`src/hw/rtl/mwm_pkg.sv`:
```
// Shared types, defaults and saturation helpers for the Mobius warp mesh.
package mwm_pkg;

    localparam int MAX_WIDTH_DEF = 4096;
    localparam int FRAC_BITS_DEF = 16;

    typedef enum logic [2:0] {
        CFG_COEF_A,
        CFG_COEF_B,
        CFG_COEF_C,
        CFG_COEF_D,
        CFG_IMAGE_WIDTH,
        CFG_IMAGE_HEIGHT,
        CFG_EDGE_MARGIN,
        CFG_QUALITY_MODE
    } cfg_idx_t;

    typedef struct packed {
        logic [63:0] coef_a;
        logic [63:0] coef_b;
        logic [63:0] coef_c;
        logic [63:0] coef_d;
        logic [12:0] image_width;
        logic [12:0] image_height;
        logic [12:0] edge_margin;
        logic        quality_mode;
    } cfg_t;

    typedef struct packed {
        logic [11:0] pixel_x;
        logic [11:0] pixel_y;
        logic [31:0] pixel_color;
    } pixel_t;

    typedef struct packed {
        logic signed [31:0] v0_x;
        logic signed [31:0] v0_y;
        logic        [31:0] v0_color;
        logic signed [31:0] v1_x;
        logic signed [31:0] v1_y;
        logic        [31:0] v1_color;
        logic signed [31:0] v2_x;
        logic signed [31:0] v2_y;
        logic        [31:0] v2_color;
        logic               last_triangle;
    } triangle_t;

    // One mapped pixel, handed from the mapper to the mesh builder.
    typedef struct packed {
        logic [11:0] x;
        logic [11:0] y;
        logic [31:0] color;
        logic [31:0] px;
        logic [31:0] py;
        logic        outside;
    } mapped_t;

    function automatic logic signed [31:0] sat_sym(input logic signed [63:0] v);
        if (v > 64'sd2147483647) begin
            return 32'sd2147483647;
        end
        else if (v < -64'sd2147483647) begin
            return -32'sd2147483647;
        end
        else begin
            return v[31:0];
        end
    endfunction

    function automatic logic signed [31:0] sat32(input logic signed [63:0] v);
        if (v > 64'sd2147483647) begin
            return 32'sd2147483647;
        end
        else if (v < -64'sd2147483648) begin
            return -32'sd2147483648;
        end
        else begin
            return v[31:0];
        end
    endfunction

endpackage

```
`src/hw/rtl/mwm_queue.sv`:
```
// Two-entry queue of mapped pixels between the mapper and the mesh builder.
module mwm_queue (
    input  logic             clk,
    input  logic             rst_n,
    input  logic             push,
    output logic             full,
    input  mwm_pkg::mapped_t din,
    input  logic             pop,
    output logic             empty,
    output mwm_pkg::mapped_t dout
);
    import mwm_pkg::*;

    mapped_t    entry_reg [2];
    logic       wr_ptr_reg, rd_ptr_reg;
    logic [1:0] count_reg;
    logic       do_push, do_pop;

    assign full    = (count_reg == 2'd2);
    assign empty   = (count_reg == 2'd0);
    assign do_push = push && !full;
    assign do_pop  = pop && !empty;
    assign dout    = entry_reg[rd_ptr_reg];

    always_ff @(posedge clk or negedge rst_n)
    begin
        if (!rst_n)
        begin
            wr_ptr_reg <= 1'b0;
            rd_ptr_reg <= 1'b0;
            count_reg  <= 2'd0;
        end
        else
        begin
            if (do_push)
            begin
                wr_ptr_reg <= !wr_ptr_reg;
            end
            if (do_pop)
            begin
                rd_ptr_reg <= !rd_ptr_reg;
            end
            count_reg <= count_reg + 2'(do_push) - 2'(do_pop);
        end
    end

    always_ff @(posedge clk)
    begin
        if (do_push)
        begin
            entry_reg[wr_ptr_reg] <= din;
        end
    end

endmodule

```
`config.mk`:
```
export PLATFORM = sky130hd
export DESIGN_NAME = mwm_queue
export DESIGN_NICKNAME = d
export VERILOG_FILES = /design/src/hw/rtl/mwm_pkg.sv /design/src/hw/rtl/mwm_queue.sv
export SDC_FILE = /design/constraint.sdc
export NUM_CORES = 1
export LEC_CHECK = 0
export ABC_AREA = 1
export BUFFER_PORTS_ARGS = -buffer_cell sky130_fd_sc_hd__buf_2
export CORE_MARGIN = 3
export CORE_UTILIZATION = 30
export DETAILED_ROUTE_END_ITERATION = 8
export PLACE_DENSITY = 0.61
export SLEW_MARGIN = 15
export SYNTH_ARGS = -nofsm -noshare
export SYNTH_HDL_FRONTEND = slang
export SYNTH_SLANG_ARGS = --single-unit
```
`constraint.sdc`:
```
create_clock -name clk -period 16.1 [get_ports clk]
set_input_delay 0.805 -clock clk [delete_from_list [all_inputs] [get_ports clk]]
set_output_delay 0.805 -clock clk [all_outputs]
set_load 0.005 [all_outputs]
```
==> impl_metrics.yaml <==
cts:
  cts_tree: "done"
  post_cts_resized: 0
  cts_made_buffers: 26
  clk_latency_ns: 0.52
  cts_setup_buffers: 0
  cts_root_buf: "clkbuf_16"
  ctsHoldBuffers: 0
  path_clk_slew_ns: 0.06
  htree_levels: 1
  clock_sinks: 246
  cts_buffer_depth: 3
routing:
  viasPerCell: 4.20
  remaining_drc_errors: 0
  postRouteAntennaNets: 0
  num_vias: 5579
  wl_per_cell_um: 14.8
  drtIter0Drc: 240
  wl_mm: 19.7
  drtPass1Iterations: 4
final_layout:
  layout-drive-gt1-share_pct: 31.1
  area_growth_pct: 27.2
  nFillCells: 2795
  final_common_cell: "nand2_1"
  nNetsFinal: 1046
  largest_reg_flops: 242
  layout_common_cells: "nand2_1 (376), buf_2 (247), edfxtp_1 (242), clkbuf_16 (27), inv_1 (9)"
  multi_input_area_um2: 1460
  seq_area_um2: 7370
  final_cells: 1329
timing:
  slew_viol_final: 0
  tns_ns: 0
  finalClockSkew_ns: 0.0167
  setup_violations: 0
  max_freq_mhz: 269
  setup_slack_ns: 12.38
  fin_crit_ns: 3.72
  hold_viol: 0
  worst_slew_pin_slew_ns: 0.972
  grt_setup_unrepaired: "false"
  slew_headroom_pct: 35.2
  period_share_pct: 23.1
  whs_ns: 0.0721
floorplan:
  io_pins: 248
  die_area_um2: 32400
  initial_core_util_pct: 30.5
  rows: 63
  core_um2: 29700
  die_width_um: 180
  die_h_um: 180
global_routing:
  grt_util_met2_pct: 19.9
  gr-max-usage-layer: "met2"
  grt_pass1_wl_mm: 30.1
  grt_max_degree: 85
  use_met1_pct: 14.1
  grt.total_usage_pct: 11.6
  grt_pass1_vias: 5567
  grtUsageMet3_pct: 2.93
  gr-total-overflow: 0
  antenna_found_initial: 3
placed_design:
  dpl.hpwl_mm: 12.5
  place_inst: 1281
  dpl_worst_slack_ns: 12.89
  portBuffers: 247
  gp_routability_congestion: 0.744
worst_setup_path:
  end_kind: "primary output"
  arrival_ns: 2.91
  reg2reg_to: "entry_reg[1][96]$_DFFE_PP_"
  r2r_slack_ns: 13.48
  critPathCapture: "dout[70]"
  crit_family: "buffers and inverters"
  path_max_fanout: 63
  reg2reg_from: "count_reg[1]$_DFF_PN0_"
  path_class: "register to primary output"
  critPathBufInv: 3
  path_depth: 5
  cpPeakStageDelay_ns: 0.67
  rr_worst_depth: 5
  critical_path.slowest_cell: "dfrtp_4"
  cpMostUsedCell: "nand2_1"
  critPathLaunch: "rd_ptr_reg$_DFFE_PN0P_"
  cp.required_ns: 15.29
  startpoint_type: "register"
  crit_chain: "inv_4 > buf_4 > nand2_1 > nand2_1 > buf_2"
pwr:
  swShare_pct: 30.8
  powerDensity_nw_per_um2: 182
  p_leak_nw: 4.93
  p_clk_share_pct: 29.4
  p_int_mw: 1.46
  netSwitchingPower_uw: 649
  peakVddDrop_uv: 95.0
  comb_power_share_pct: 26.9
  seqPwrFrac_pct: 43.7
yosys:
  synth_fp_nets: 793
  ys_ff_latch: 246
  synth_area_um2: 9070
  netlist_instances: 666
  synth.avg_cell_area_um2: 13.6
  synth_warnings: 0
  synth.distinct_cells: 11
  ys_seq_area_share_pct: 81.2
status:
  status: "finished clean"
worst_hold_path:
  hp-class: "input pin to asynchronous set/reset pin"
flow_run:
  cap_violations: 0
[worst min-delay path by stage]
| stage | from | endpoint | slack [ns] | cells past startpoint |
|---|---|---|---|---|
| after floorplan | wr_ptr_reg$_DFFE_PN0P_ | wr_ptr_reg$_DFFE_PN0P_ | 0.44 | 2 |
| final | rst_n | rd_ptr_reg$_DFFE_PN0P_ | 0.07 | 1 |
| after CTS | rst_n | rd_ptr_reg$_DFFE_PN0P_ | 0.03 | 1 |
| after global placement | wr_ptr_reg$_DFFE_PN0P_ | wr_ptr_reg$_DFFE_PN0P_ | 0.46 | 2 |
| after detailed placement | wr_ptr_reg$_DFFE_PN0P_ | wr_ptr_reg$_DFFE_PN0P_ | 0.46 | 2 |
| after global routing | rst_n | rd_ptr_reg$_DFFE_PN0P_ | 0.04 | 1 |
[per-stage QoR]
stage	area, um2	power (mW)	util [%]
final	11500	2.11	38.8
after global routing	11500	2.24	38.8
after CTS	11500	2.15	38.8
after detailed placement	10600	1.52	35.8
after global placement	10600	1.52	35.8
after floorplan	9070	1.28	-
[power groups by stage]
stage	combinational (mW)	clock, mW	sequential [mW]
3_5_place_dp	0.587	0	0.936
5_1_grt	0.644	0.663	0.935
2_1_floorplan	0.343	0	0.932
3_3_place_gp	0.585	0	0.932
4_1_cts	0.589	0.636	0.923
6_report	0.566	0.618	0.921
[logic make-up after synthesis]
| group | count (synthesis) | synth area share (%) |
|---|---|---|
| adders and majority gates | 2 | 0.276 |
| DFF | 246 | 81.2 |
| buffers and inverters | 38 | 2.72 |
| and+or+nand+nor | 380 | 15.8 |
[metal layers]
metal,part of all wire [%],wire length [um]
met4,3.1,612
met2,49,9660
met3,7.5,1480
met1,40,7920
met5,0.17,34
[cells in the mapped netlist, drive strengths merged]
master	count	area share, %
buf	27	2.2
nor2	1	0.041
ha	2	0.28
dfrtp	4	1.1
nand3	3	0.17
edfxtp	242	80
nand2	376	16
inv	11	0.48
[layout make-up]
class	count	area share [%]
antenna	1	0.0217
clock buffer	32	6.02
clock inverter	15	1.71
inverter	11	0.401
multi-input combinational	382	12.7
sequential	246	63.9
tap	390	4.23
timing repair buffer	252	11.0
No activity file was read; power rests on OpenSTA's default activity.
